<file path="config.mk">
export PLATFORM = sky130hd
export DESIGN_NAME = stepper_ramp_pulse_generator
export DESIGN_NICKNAME = d
export VERILOG_FILES = /design/src/rtl/srpg_pkg.sv /design/src/rtl/srpg_div.sv /design/src/rtl/stepper_ramp_pulse_generator.sv
export SDC_FILE = /design/constraint.sdc
export NUM_CORES = 2
export LEC_CHECK = 0
export BUFFER_PORTS_ARGS = -buffer_cell sky130_fd_sc_hd__buf_2
export CORE_MARGIN = 2
export CORE_UTILIZATION = 59
export CTS_CLUSTER_DIAMETER = 150
export CTS_CLUSTER_SIZE = 24
export DETAILED_ROUTE_END_ITERATION = 10
export PLACE_DENSITY_LB_ADDON = 0.25
export SETUP_SLACK_MARGIN = 0.05
export SYNTH_ARGS = -nofsm -noshare
export SYNTH_HDL_FRONTEND = slang
export SYNTH_SLANG_ARGS = --single-unit
</file>
<file path="constraint.sdc">
create_clock -name clk_i -period 12 [get_ports clk_i]
set_input_delay 0.6 -clock clk_i [delete_from_list [all_inputs] [get_ports clk_i]]
set_output_delay 0.6 -clock clk_i [all_outputs]
set_load 0.03 [all_outputs]
</file>
<file path="src/rtl/srpg_pkg.sv">
// ----------------------------------------------------------------------------
// srpg_pkg: shared types and constants of the stepper ramp pulse generator
// Holds the opcodes, register indexes, sequencer states and the interface
// structs of the serial divider.
// ----------------------------------------------------------------------------
package srpg_pkg;

  localparam int unsigned DvdW   = 24;
  localparam int unsigned DsrW   = 16;
  localparam int unsigned DivCntW = $clog2(DvdW);

  localparam logic [15:0] SpeedStart     = 16'd10;
  localparam logic [23:0] SpeedFloor     = 24'd10;
  localparam logic [23:0] CircleMinIntvl = 24'd100;
  localparam logic [23:0] IntervalMax    = 24'hFFFFFF;
  localparam logic [23:0] ExpZeroQuot    = 24'd65535;

  typedef enum logic [1:0] {
    OP_LINE   = 2'd0,
    OP_CIRCLE = 2'd1,
    OP_TIMER  = 2'd2,
    OP_STOP   = 2'd3
  } opcode_e;

  typedef enum logic [1:0] {
    REG_RAMP_EXP  = 2'd0,
    REG_MICROSTEP = 2'd1,
    REG_TIME_FACT = 2'd2
  } reg_idx_e;

  typedef enum logic [1:0] {
    WH_LINE  = 2'd0,
    WH_LEFT  = 2'd1,
    WH_RIGHT = 2'd2
  } wheel_e;

  typedef enum logic [3:0] {
    ST_IDLE,
    ST_CDIV,
    ST_PULSE,
    ST_RAMP,
    ST_RDIV,
    ST_RCAP,
    ST_IDIV,
    ST_COUNT,
    ST_OUT
  } state_e;

  typedef struct packed {
    logic            start;
    logic [DvdW-1:0] dividend;
    logic [DsrW-1:0] divisor;
  } div_req_t;

  typedef struct packed {
    logic            busy;
    logic            done;
    logic [DvdW-1:0] quotient;
  } div_rsp_t;

endpackage

</file>
<file path="src/rtl/srpg_div.sv">
// ----------------------------------------------------------------------------
// srpg_div: serial restoring divider
// Unsigned 24 by 16 bit division, one quotient bit per cycle; done pulses
// for one cycle with the quotient. The divisor must be nonzero.
// ----------------------------------------------------------------------------
module srpg_div (
  input  logic               clk_i,
  input  logic               rst_ni,
  input  srpg_pkg::div_req_t req_i,
  output srpg_pkg::div_rsp_t rsp_o
);

  logic                          busy_q, busy_d;
  logic                          done_q, done_d;
  logic [srpg_pkg::DivCntW-1:0]  cnt_q, cnt_d;
  logic [srpg_pkg::DsrW-1:0]     rem_q, rem_d;
  logic [srpg_pkg::DvdW-1:0]     quo_q, quo_d;
  logic [srpg_pkg::DsrW-1:0]     dsr_q, dsr_d;
  logic [srpg_pkg::DsrW:0]       trial;
  logic [srpg_pkg::DsrW:0]       diff;

  assign trial = {rem_q, quo_q[srpg_pkg::DvdW-1]};
  assign diff  = trial - {1'b0, dsr_q};

  always_comb begin
    busy_d = busy_q;
    done_d = 1'b0;
    cnt_d  = cnt_q;
    rem_d  = rem_q;
    quo_d  = quo_q;
    dsr_d  = dsr_q;
    if (req_i.start) begin
      busy_d = 1'b1;
      cnt_d  = srpg_pkg::DivCntW'(srpg_pkg::DvdW - 1);
      rem_d  = '0;
      quo_d  = req_i.dividend;
      dsr_d  = req_i.divisor;
    end else if (busy_q) begin
      // Keep the partial remainder if the divisor does not fit.
      if (trial >= {1'b0, dsr_q}) begin
        rem_d = diff[srpg_pkg::DsrW-1:0];
        quo_d = {quo_q[srpg_pkg::DvdW-2:0], 1'b1};
      end else begin
        rem_d = trial[srpg_pkg::DsrW-1:0];
        quo_d = {quo_q[srpg_pkg::DvdW-2:0], 1'b0};
      end
      cnt_d = cnt_q - 1'b1;
      if (cnt_q == '0) begin
        busy_d = 1'b0;
        done_d = 1'b1;
      end
    end
  end

  always_ff @(posedge clk_i or negedge rst_ni) begin
    if (!rst_ni) begin
      busy_q <= 1'b0;
      done_q <= 1'b0;
      cnt_q  <= '0;
    end else begin
      busy_q <= busy_d;
      done_q <= done_d;
      cnt_q  <= cnt_d;
    end
  end

  always_ff @(posedge clk_i) begin
    rem_q <= rem_d;
    quo_q <= quo_d;
    dsr_q <= dsr_d;
  end

  assign rsp_o.busy     = busy_q;
  assign rsp_o.done     = done_q;
  assign rsp_o.quotient = quo_q;

endmodule

</file>
<file path="src/rtl/stepper_ramp_pulse_generator.sv">
// ----------------------------------------------------------------------------
// stepper_ramp_pulse_generator: two-axis stepper pulse generator
// Trapezoidal or exponential speed ramp, line and circle motions, one
// result transfer for every command transfer.
// ----------------------------------------------------------------------------
// Each command transfer yields exactly one result transfer. A stop, a
// refused start or a timer event while idle goes straight to the result.
// A timer event during a motion, or an accepted start, runs one pulse: a
// ramp step (it divides only on an exponential ramp down) followed by the
// interval division time_factor / speed (skipped for a zero speed), all on
// one shared serial divider that retires one quotient bit per cycle. A
// circle start adds one more division for the initial wheel intervals.
// The command side is not ready while a pulse is computed or a result
// waits to be taken. Speeds are in steps per second, accel is unsigned
// Q8.8, and all ramp results are truncated toward zero. Configuration
// writes take effect at once.
module stepper_ramp_pulse_generator (
  input  logic         clk_i,
  input  logic         rst_ni,
  // Command stream. tdata from bit 0: turn_on_spot, steps_first,
  // steps_second, speed_first, speed_second, accel_in, zero fill.
  input  logic         s_axis_tvalid,
  output logic         s_axis_tready,
  input  logic [103:0] s_axis_tdata,
  // tuser: opcode.
  input  logic [1:0]   s_axis_tuser,
  // Result stream. tdata from bit 0: accepted, pulse_x, pulse_y, dir_x,
  // dir_y, enable_n, next_interval, busy_res, zero fill.
  output logic         m_axis_tvalid,
  input  logic         m_axis_tready,
  output logic [31:0]  m_axis_tdata,
  // Configuration write port.
  input  logic         cfg_we_i,
  input  logic [1:0]   cfg_addr_i,
  input  logic [23:0]  cfg_wdata_i
);

  // Command fields.
  logic               in_turn;
  logic signed [23:0] in_steps1, in_steps2;
  logic [15:0]        in_speed1, in_speed2, in_accel;
  srpg_pkg::opcode_e  in_op;

  assign in_turn   = s_axis_tdata[0];
  assign in_steps1 = s_axis_tdata[24:1];
  assign in_steps2 = s_axis_tdata[48:25];
  assign in_speed1 = s_axis_tdata[64:49];
  assign in_speed2 = s_axis_tdata[80:65];
  assign in_accel  = s_axis_tdata[96:81];
  assign in_op     = srpg_pkg::opcode_e'(s_axis_tuser);

  // Configuration registers.
  logic        ramp_exp_q;
  logic [4:0]  ustep_q;
  logic [23:0] tfact_q;

  always_ff @(posedge clk_i or negedge rst_ni) begin
    if (!rst_ni) begin
      ramp_exp_q <= 1'b0;
      ustep_q    <= 5'd4;
      tfact_q    <= 24'd500000;
    end else if (cfg_we_i) begin
      case (srpg_pkg::reg_idx_e'(cfg_addr_i))
        srpg_pkg::REG_RAMP_EXP:  ramp_exp_q <= cfg_wdata_i[0];
        srpg_pkg::REG_MICROSTEP: ustep_q    <= cfg_wdata_i[4:0];
        srpg_pkg::REG_TIME_FACT: tfact_q    <= cfg_wdata_i;
        default: ;
      endcase
    end
  end

  // Motion state.
  srpg_pkg::state_e state_q, state_d;
  srpg_pkg::wheel_e wheel_q;
  logic        moving_q, circle_q, drv_off_q;
  logic [1:0]  dir_q;
  logic [31:0] remain_q, rsc_q;
  logic [15:0] line_spd_q, line_tgt_q, left_spd_q, right_spd_q;
  logic [15:0] left_tgt_q, right_tgt_q, accel_q;
  logic [23:0] left_iv_q, right_iv_q;
  // Per-item working registers.
  logic        acc_q, px_q, py_q, down_q, up_q;
  logic [23:0] iv_q, v_q;

  srpg_pkg::div_req_t div_req;
  srpg_pkg::div_rsp_t div_rsp;

  srpg_div u_div (
    .clk_i  (clk_i),
    .rst_ni (rst_ni),
    .req_i  (div_req),
    .rsp_o  (div_rsp)
  );

  logic in_xfer;
  logic is_start;
  assign in_xfer  = s_axis_tvalid && s_axis_tready;
  assign is_start = (in_op == srpg_pkg::OP_LINE) || (in_op == srpg_pkg::OP_CIRCLE);

  // Step magnitudes; the most negative value maps to 2^23.
  logic [23:0] mag1, mag2;
  logic [24:0] mag_sum;
  logic        pos1, pos2;
  assign mag1    = in_steps1[23] ? 24'(-in_steps1) : in_steps1;
  assign mag2    = in_steps2[23] ? 24'(-in_steps2) : in_steps2;
  assign mag_sum = {1'b0, mag1} + {1'b0, mag2};
  assign pos1    = !in_steps1[23] && (in_steps1 != '0);
  assign pos2    = !in_steps2[23] && (in_steps2 != '0);

  // Speed and target of the wheel being stepped.
  logic [15:0] cur_spd, cur_tgt;
  always_comb begin
    case (wheel_q)
      srpg_pkg::WH_LEFT: begin
        cur_spd = left_spd_q;
        cur_tgt = left_tgt_q;
      end
      srpg_pkg::WH_RIGHT: begin
        cur_spd = right_spd_q;
        cur_tgt = right_tgt_q;
      end
      default: begin
        cur_spd = line_spd_q;
        cur_tgt = line_tgt_q;
      end
    endcase
  end

  // Ramp decision: the ramp down uses the count before this pulse.
  logic        ramp_down, ramp_up;
  logic [23:0] spd_sh, lin_up, lin_dn, lin_diff, exp_up, ramp_v;
  logic [31:0] prod;
  assign ramp_down = remain_q < rsc_q;
  assign ramp_up   = !ramp_down && (cur_spd < cur_tgt);
  assign spd_sh    = {cur_spd, 8'd0};
  assign lin_up    = {8'd0, cur_spd} + {16'd0, accel_q[15:8]};
  assign lin_diff  = spd_sh - {8'd0, accel_q};
  assign lin_dn    = (spd_sh > {8'd0, accel_q}) ? {8'd0, lin_diff[23:8]} : '0;
  assign prod      = cur_spd * accel_q;
  assign exp_up    = prod[31:8];

  always_comb begin
    if (ramp_down) begin
      ramp_v = ramp_exp_q ? srpg_pkg::ExpZeroQuot : lin_dn;
    end else if (ramp_up) begin
      ramp_v = ramp_exp_q ? exp_up : lin_up;
    end else begin
      ramp_v = {8'd0, cur_spd};
    end
  end

  logic exp_div;
  assign exp_div = ramp_down && ramp_exp_q && (accel_q != '0);

  // Floor on the way down, then cap at the target.
  logic [23:0] v_floor;
  logic [15:0] new_spd;
  assign v_floor = (down_q && (v_q < srpg_pkg::SpeedFloor)) ? srpg_pkg::SpeedFloor : v_q;
  assign new_spd = (v_floor > {8'd0, cur_tgt}) ? cur_tgt : v_floor[15:0];

  // Circle: the wheel with the shorter pending interval steps.
  logic        on_y;
  logic [23:0] circ_iv;
  assign on_y    = right_iv_q < left_iv_q;
  assign circ_iv = on_y ? right_iv_q : left_iv_q;

  // Next state.
  always_comb begin
    state_d = state_q;
    case (state_q)
      srpg_pkg::ST_IDLE: begin
        if (in_xfer) begin
          if (((in_op == srpg_pkg::OP_TIMER) || (in_op == srpg_pkg::OP_LINE)) &&
              moving_q == (in_op == srpg_pkg::OP_TIMER)) begin
            state_d = srpg_pkg::ST_PULSE;
          end else if (in_op == srpg_pkg::OP_CIRCLE && !moving_q) begin
            state_d = srpg_pkg::ST_CDIV;
          end else begin
            state_d = srpg_pkg::ST_OUT;
          end
        end
      end
      srpg_pkg::ST_CDIV:  if (div_rsp.done) state_d = srpg_pkg::ST_PULSE;
      srpg_pkg::ST_PULSE: state_d = srpg_pkg::ST_RAMP;
      srpg_pkg::ST_RAMP:  state_d = exp_div ? srpg_pkg::ST_RDIV : srpg_pkg::ST_RCAP;
      srpg_pkg::ST_RDIV:  if (div_rsp.done) state_d = srpg_pkg::ST_RCAP;
      srpg_pkg::ST_RCAP:  state_d = (new_spd == '0) ? srpg_pkg::ST_COUNT : srpg_pkg::ST_IDIV;
      srpg_pkg::ST_IDIV:  if (div_rsp.done) state_d = srpg_pkg::ST_COUNT;
      srpg_pkg::ST_COUNT: state_d = srpg_pkg::ST_OUT;
      srpg_pkg::ST_OUT:   if (m_axis_tready) state_d = srpg_pkg::ST_IDLE;
      default:            state_d = srpg_pkg::ST_IDLE;
    endcase
  end

  // Sequencer outputs: handshakes and divider requests.
  always_comb begin
    s_axis_tready    = 1'b0;
    m_axis_tvalid    = 1'b0;
    div_req.start    = 1'b0;
    div_req.dividend = {8'd0, spd_sh[23:8]};
    div_req.divisor  = accel_q;
    case (state_q)
      srpg_pkg::ST_IDLE: begin
        s_axis_tready = 1'b1;
        // Both wheels start at the same speed, so one division serves both.
        div_req.start    = in_xfer && (in_op == srpg_pkg::OP_CIRCLE) && !moving_q;
        div_req.dividend = tfact_q;
        div_req.divisor  = srpg_pkg::SpeedStart;
      end
      srpg_pkg::ST_RAMP: begin
        div_req.start    = exp_div;
        div_req.dividend = spd_sh;
        div_req.divisor  = accel_q;
      end
      srpg_pkg::ST_RCAP: begin
        div_req.start    = (new_spd != '0);
        div_req.dividend = tfact_q;
        div_req.divisor  = new_spd;
      end
      srpg_pkg::ST_OUT: m_axis_tvalid = 1'b1;
      default: ;
    endcase
  end

  // Control state.
  always_ff @(posedge clk_i or negedge rst_ni) begin
    if (!rst_ni) begin
      state_q     <= srpg_pkg::ST_IDLE;
      wheel_q     <= srpg_pkg::WH_LINE;
      moving_q    <= 1'b0;
      circle_q    <= 1'b0;
      drv_off_q   <= 1'b1;
      dir_q       <= '0;
      remain_q    <= '0;
      rsc_q       <= '0;
      line_spd_q  <= srpg_pkg::SpeedStart;
      line_tgt_q  <= 16'd100;
      left_spd_q  <= srpg_pkg::SpeedStart;
      right_spd_q <= srpg_pkg::SpeedStart;
      left_tgt_q  <= 16'd10;
      right_tgt_q <= 16'd10;
      left_iv_q   <= 24'd10;
      right_iv_q  <= 24'd10;
      accel_q     <= 16'd1536;
    end else begin
      state_q <= state_d;
      case (state_q)
        srpg_pkg::ST_IDLE: begin
          if (in_xfer) begin
            if (is_start && !moving_q) begin
              moving_q  <= 1'b1;
              drv_off_q <= 1'b0;
              rsc_q     <= '0;
              if (in_op == srpg_pkg::OP_LINE) begin
                circle_q   <= 1'b0;
                wheel_q    <= srpg_pkg::WH_LINE;
                if (in_steps1[23]) begin
                  dir_q <= in_turn ? 2'b00 : 2'b10;
                end else if (pos1) begin
                  dir_q <= in_turn ? 2'b11 : 2'b01;
                end
                remain_q   <= 32'(mag1) * 32'(ustep_q);
                line_spd_q <= srpg_pkg::SpeedStart;
                line_tgt_q <= in_speed1;
                accel_q    <= in_accel;
              end else begin
                circle_q    <= 1'b1;
                left_spd_q  <= srpg_pkg::SpeedStart;
                right_spd_q <= srpg_pkg::SpeedStart;
                left_tgt_q  <= in_speed1;
                right_tgt_q <= in_speed2;
                dir_q       <= {!pos2, pos1};
                remain_q    <= 32'(mag_sum) * 32'(ustep_q);
              end
            end else if (in_op == srpg_pkg::OP_STOP) begin
              drv_off_q <= 1'b1;
              moving_q  <= 1'b0;
              remain_q  <= '0;
            end else if (in_op == srpg_pkg::OP_TIMER && moving_q && !circle_q) begin
              wheel_q <= srpg_pkg::WH_LINE;
            end
          end
        end
        srpg_pkg::ST_CDIV: begin
          if (div_rsp.done) begin
            left_iv_q  <= div_rsp.quotient;
            right_iv_q <= div_rsp.quotient;
          end
        end
        srpg_pkg::ST_PULSE: begin
          if (circle_q) begin
            if (on_y) begin
              wheel_q   <= srpg_pkg::WH_RIGHT;
              left_iv_q <= left_iv_q - right_iv_q;
            end else begin
              wheel_q    <= srpg_pkg::WH_LEFT;
              right_iv_q <= right_iv_q - left_iv_q;
            end
          end
        end
        srpg_pkg::ST_RCAP: begin
          case (wheel_q)
            srpg_pkg::WH_LEFT:  left_spd_q  <= new_spd;
            srpg_pkg::WH_RIGHT: right_spd_q <= new_spd;
            default:            line_spd_q  <= new_spd;
          endcase
          if (up_q) rsc_q <= rsc_q + 32'd1;
          if (new_spd == '0) begin
            case (wheel_q)
              srpg_pkg::WH_LEFT:  left_iv_q  <= srpg_pkg::IntervalMax;
              srpg_pkg::WH_RIGHT: right_iv_q <= srpg_pkg::IntervalMax;
              default: ;
            endcase
          end
        end
        srpg_pkg::ST_IDIV: begin
          if (div_rsp.done) begin
            case (wheel_q)
              srpg_pkg::WH_LEFT:  left_iv_q  <= div_rsp.quotient;
              srpg_pkg::WH_RIGHT: right_iv_q <= div_rsp.quotient;
              default: ;
            endcase
          end
        end
        srpg_pkg::ST_COUNT: begin
          // The pulse that finds one step or fewer left ends the motion.
          if (remain_q <= 32'd1) begin
            drv_off_q <= 1'b1;
            moving_q  <= 1'b0;
            remain_q  <= '0;
          end else begin
            remain_q <= remain_q - 32'd1;
          end
        end
        default: ;
      endcase
    end
  end

  // Per-item working registers.
  always_ff @(posedge clk_i) begin
    case (state_q)
      srpg_pkg::ST_IDLE: begin
        if (in_xfer) begin
          acc_q <= is_start && !moving_q;
          px_q  <= 1'b0;
          py_q  <= 1'b0;
          iv_q  <= '0;
        end
      end
      srpg_pkg::ST_PULSE: begin
        if (circle_q) begin
          px_q <= !on_y;
          py_q <= on_y;
          iv_q <= (circ_iv < srpg_pkg::CircleMinIntvl) ? srpg_pkg::CircleMinIntvl : circ_iv;
        end else begin
          px_q <= 1'b1;
          py_q <= 1'b1;
        end
      end
      srpg_pkg::ST_RAMP: begin
        down_q <= ramp_down;
        up_q   <= ramp_up;
        v_q    <= ramp_v;
      end
      srpg_pkg::ST_RDIV: begin
        if (div_rsp.done) v_q <= div_rsp.quotient;
      end
      srpg_pkg::ST_RCAP: begin
        if (new_spd == '0 && !circle_q) iv_q <= srpg_pkg::IntervalMax;
      end
      srpg_pkg::ST_IDIV: begin
        if (div_rsp.done && !circle_q) iv_q <= div_rsp.quotient;
      end
      default: ;
    endcase
  end

  assign m_axis_tdata = {1'b0, moving_q, (moving_q ? iv_q : 24'd0), drv_off_q,
                         dir_q[1], dir_q[0], py_q, px_q, acc_q};

  // Checks.
  a_div_idle_start: assert property (@(posedge clk_i) disable iff (!rst_ni)
    div_req.start |-> !div_rsp.busy)
    else $error("divider started while busy");

  a_idle_no_steps: assert property (@(posedge clk_i) disable iff (!rst_ni)
    !moving_q |-> (remain_q == '0))
    else $error("steps left while no motion runs");

  a_one_side: assert property (@(posedge clk_i) disable iff (!rst_ni)
    s_axis_tready |-> !m_axis_tvalid)
    else $error("command taken while a result waits");

  a_idle_result: assert property (@(posedge clk_i) disable iff (!rst_ni)
    (m_axis_tvalid && !m_axis_tdata[30]) |-> (m_axis_tdata[29:6] == '0 && m_axis_tdata[5]))
    else $error("idle result reports an interval or enabled drivers");

endmodule

</file>
==> results.md <==
- Status: complete, no violations
- Syn Inst Count: 4969
- Slew @ Worst Pin: approximately 1200 ps
- Hold Path Class: in2async
- Initial Util: 0.5975
- Core box area: ~0.07 sq mm
- Share of layout cells above drive strength 1: 0.08030
- Row cnt: just under 100
- Die ar.: approximately 0.073 sq mm
- Placed cell count: about 5900
- Multi-input logic area: about 0.029 sq mm
- Slew Viols, Final: 0
- Syn nets: between 5000 and 6000
- DRC violations left: 0
- Storage element area: 0.009955 sq mm
- Die height: 270.8 um
- Post-route cell area: between 0.04 and 0.05 sq mm
- Post-CTS Hold Fix Bufs: 0
- Clock root buffer: clkbuf_16
- Via count: between 30000 and 40000
- Final HPWL DP: just under 90 mm
- Clock-pin slew on the worst setup and hold paths: ~100 ps
- First-pass GRT wire length: around 190 mm
- RSZ-0062 raised after global routing: no
- Num CTS Buffers: 20
- Reg2reg end: v_q[23]
- Die width: between 200 and 300 um
- Flop and latch count out of synthesis: between 300 and 400
- H-tree levels: 1
- Gr ovfl total: 0
- Post-synth EDFFs: between 90 and 100
- Post-cts resize count: 0
- Mapped Area: 0.04198 sq mm
- Sequential area share after synthesis: 0.2371
- Setup CP Type: reg2reg
- Initial DRC count: roughly 3200
- Setup TNS: 0 ps
- IO buf count: roughly 160
- CP endpoint kind: register
- Final critical-path required period: slightly above 9000 ps
- CP Max Fanout: 35
- CTS sink cnt: about 380
- Vias in the first global route: about 35000
- DRT Wirelength: 117.2 mm
- Crit path launch: wheel_q[0]
- All-Layer GR Usage: 0.3207
- CP Data Arrival Time: roughly 9400 ps
- Worst setup path end: v_q[23]
- Placed Instance Area: roughly 0.044 sq mm
- I/O pin cnt: ~170
- Main synth FF type: dfrtp_1
- Number of max-cap violations: 0
- Critical path startpoint category: register
- ANT nets after route: 0
- Synth cell types: 90
- Filler Cell Count: 6066
- Initial antenna violation count: 1
- Tcrit/Tclk final: 0.7595
- GPL Wtd Cong: 0.9621
- Cells on worst reg2reg path: 25
- Post-Layout Cell Count: 5910
- Skew-Pair Late Insertion Delay: between 500 and 600 ps
- Syn_area_per_cell: between 8 and 9 sq um
- Crit path required time: about 12000 ps
- Largest net degree at the start of global routing: approximately 160
- Fin nets: between 5000 and 6000
- Setup repair bufs after CTS: 0
- Synth-to-layout area growth: 5.224%
- Vias per cell: between 6 and 7
- Yosys warnings: 0
- TritonCTS clock tree: built
- Final Setup Violations: 0
- Avg WL per Cell: between 15 and 20 um
- Max-slew headroom: 0.2252
- Finished Core Util: 0.6287
- Clock buffer depth: 3
- Clk_skew: roughly 17 ps
- R2r setup slk: approximately 2900 ps
- Achievable frequency: 109.7 MHz
- FFs w/ async S/R, synth: 0.7139
- Initial DRT Pass Iterations: 7
- Reg2reg start: wheel_q[0]
- Final hold violation count: 0
-- worst max-delay path, cell delays in order, from the launching register on --
cell,delay (ps)
dfrtp_1,410
inv_1,70
ha_2,770
a22oi_1,210
o21a_1,410
inv_1,780
nand2_1,180
fa_1,600
fa_1,440
fa_1,490
fa_1,500
inv_1,60
fa_1,540
inv_1,60
fa_1,530
inv_1,40
ha_1,330
and3_1,190
nand3_1,80
o311a_1,430
o311ai_0,600
a21oi_1,200
o31ai_1,380
a21oi_1,160
xnor2_1,150
a22o_1,200
-- cell type report --
cell class | count | area share
Clock buffer | 33 | 0.01340
Timing Repair Buffer | 221 | 0.02889
Tap cell | 940 | 0.02662
Antenna cell | 1 | 0.00005664
Inverter | 575 | 0.04886
Sequential cell | 381 | 0.2253
Clock inverter | 3 | 0.001190
Multi-Input combinational cell | 3756 | 0.6557
-- flip-flops by register name (all words and copies together) (netlist names), 5 cells and up --
register and flops:
remain_q 32, u_div.dsr_q 16, right_iv_q 24, left_spd_q 16, ustep_q 5, right_spd_q 16
u_div.cnt_q 5, iv_q 24, u_div.quo_q 24, tfact_q 24, left_iv_q 24, rsc_q 32
line_tgt_q 16, u_div.rem_q 16, v_q 24, line_spd_q 16, right_tgt_q 16, left_tgt_q 16
accel_q 16
-- how the worst min path moves through the flow --
| stage | endpoint | cells past startpoint | startpoint |
|---|---|---|---|
| after detailed placement | line_tgt_q[5] | 2 | line_tgt_q[5] |
| after floorplan | accel_q[0] | 0 | rst_ni |
| after global routing | accel_q[6] | 1 | rst_ni |
| after CTS | accel_q[6] | 1 | rst_ni |
| after global placement | line_tgt_q[5] | 2 | line_tgt_q[5] |
| final | accel_q[6] | 1 | rst_ni |
-- cell usage in the layout, fill, tap and decap left out, drive strengths merged, types with 25 or more instances in the layout --
cell,synthesis,routed
inv,568,570
a211oi,34,34
and2,238,238
dfrtp,244,244
nor2b,36,36
nand4,38,38
mux2,55,55
xnor2,177,177
o21ai,289,289
dfstp,28,28
a21oi,271,271
clkbuf,219,33
xor2,49,49
nor4,41,41
nand2,738,738
ha,351,351
o31ai,66,66
nor3,73,73
mux2i,61,61
nor2,305,305
a31oi,36,36
nand3,61,61
a22o,25,25
a21o,93,93
fa,333,333
o21a,30,30
edfxtp,93,93
buf,38,221
nand2b,47,47
-- per-stage QoR --
| stage | hold slack, ps | setup WS (ps) |
|---|---|---|
| floorplan | 304.4 | 3654 |
| CTS | 134.1 | 2936 |
| global route | 183.1 | 2553 |
| detailed placement | 446.2 | 3032 |
| global placement | 445.3 | 3057 |
| finish | 92.16 | 2886 |
-- cell families (layout without fill, tap and decap cells) --
logic type,count (synthesis),in the layout,synth area share
adders and majority gates,684,684,0.2634
AOI/OAI and AO/OA,1063,1063,0.1622
other,1,2,0.00008932
and+or+nand+nor,1666,1666,0.1842
muxes,116,116,0.02992
DFF,381,381,0.2371
buffers and inverters,832,832,0.07599
xor gates and xnor gates,226,226,0.04715
-- Yosys cell counts, types with 13 or more instances --
library cell  instances  area share
a221o_1              19      0.0045
a22oi_1              22      0.0039
fa_1                333        0.16
and3_1               13      0.0019
o21bai_1             18      0.0032
nand2b_1             47      0.0070
o22ai_1              21      0.0031
xnor2_1             177       0.037
ha_1                351        0.10
nand2_1             738       0.066
mux2i_1              61       0.015
xor2_1               49       0.010
nand4_1              38      0.0057
and2_1              238       0.035
nor2_1              305       0.027
nand3_1              61      0.0073
buf_1                18      0.0016
o221ai_1             13      0.0027
a211oi_1             34      0.0061
o31ai_1              65       0.012
dfstp_2              28       0.018
clkbuf_1            218       0.019
o211ai_1             22      0.0039
edfxtp_1             93       0.067
dfxtp_1              16      0.0076
o21ai_0             275       0.033
o21ai_1              13      0.0015
o21a_1               30      0.0054
or2_2                13      0.0019
mux2_2               48       0.013
nor2b_1              36      0.0054
dfrtp_1             244        0.15
a31oi_1              36      0.0054
inv_1               566       0.051
a22o_1               25      0.0052
nor3_1               72      0.0086
nor4_1               41      0.0061
a21o_1               93       0.017
a21oi_1             261       0.031
or3_1                18      0.0027
-- routing by layer --
| metal | global-route usage | vias to the layer above | routed length (um) | share of wire |
|---|---|---|---|---|
| met5 | 0 | - | 0 | 0 |
| met4 | 0.1101 | 0 | 4406 | 0.038 |
| met3 | 0.04864 | 230 | 10200 | 0.087 |
| met2 | 0.5154 | 1471 | 53700 | 0.46 |
| met1 | 0.4436 | 17311 | 48890 | 0.42 |
| li1 | - | 16627 | - | - |
Power is left out: the tool's default activity adds up to more than one toggle a clock period on the data nets, which glitch-free logic cannot reach.
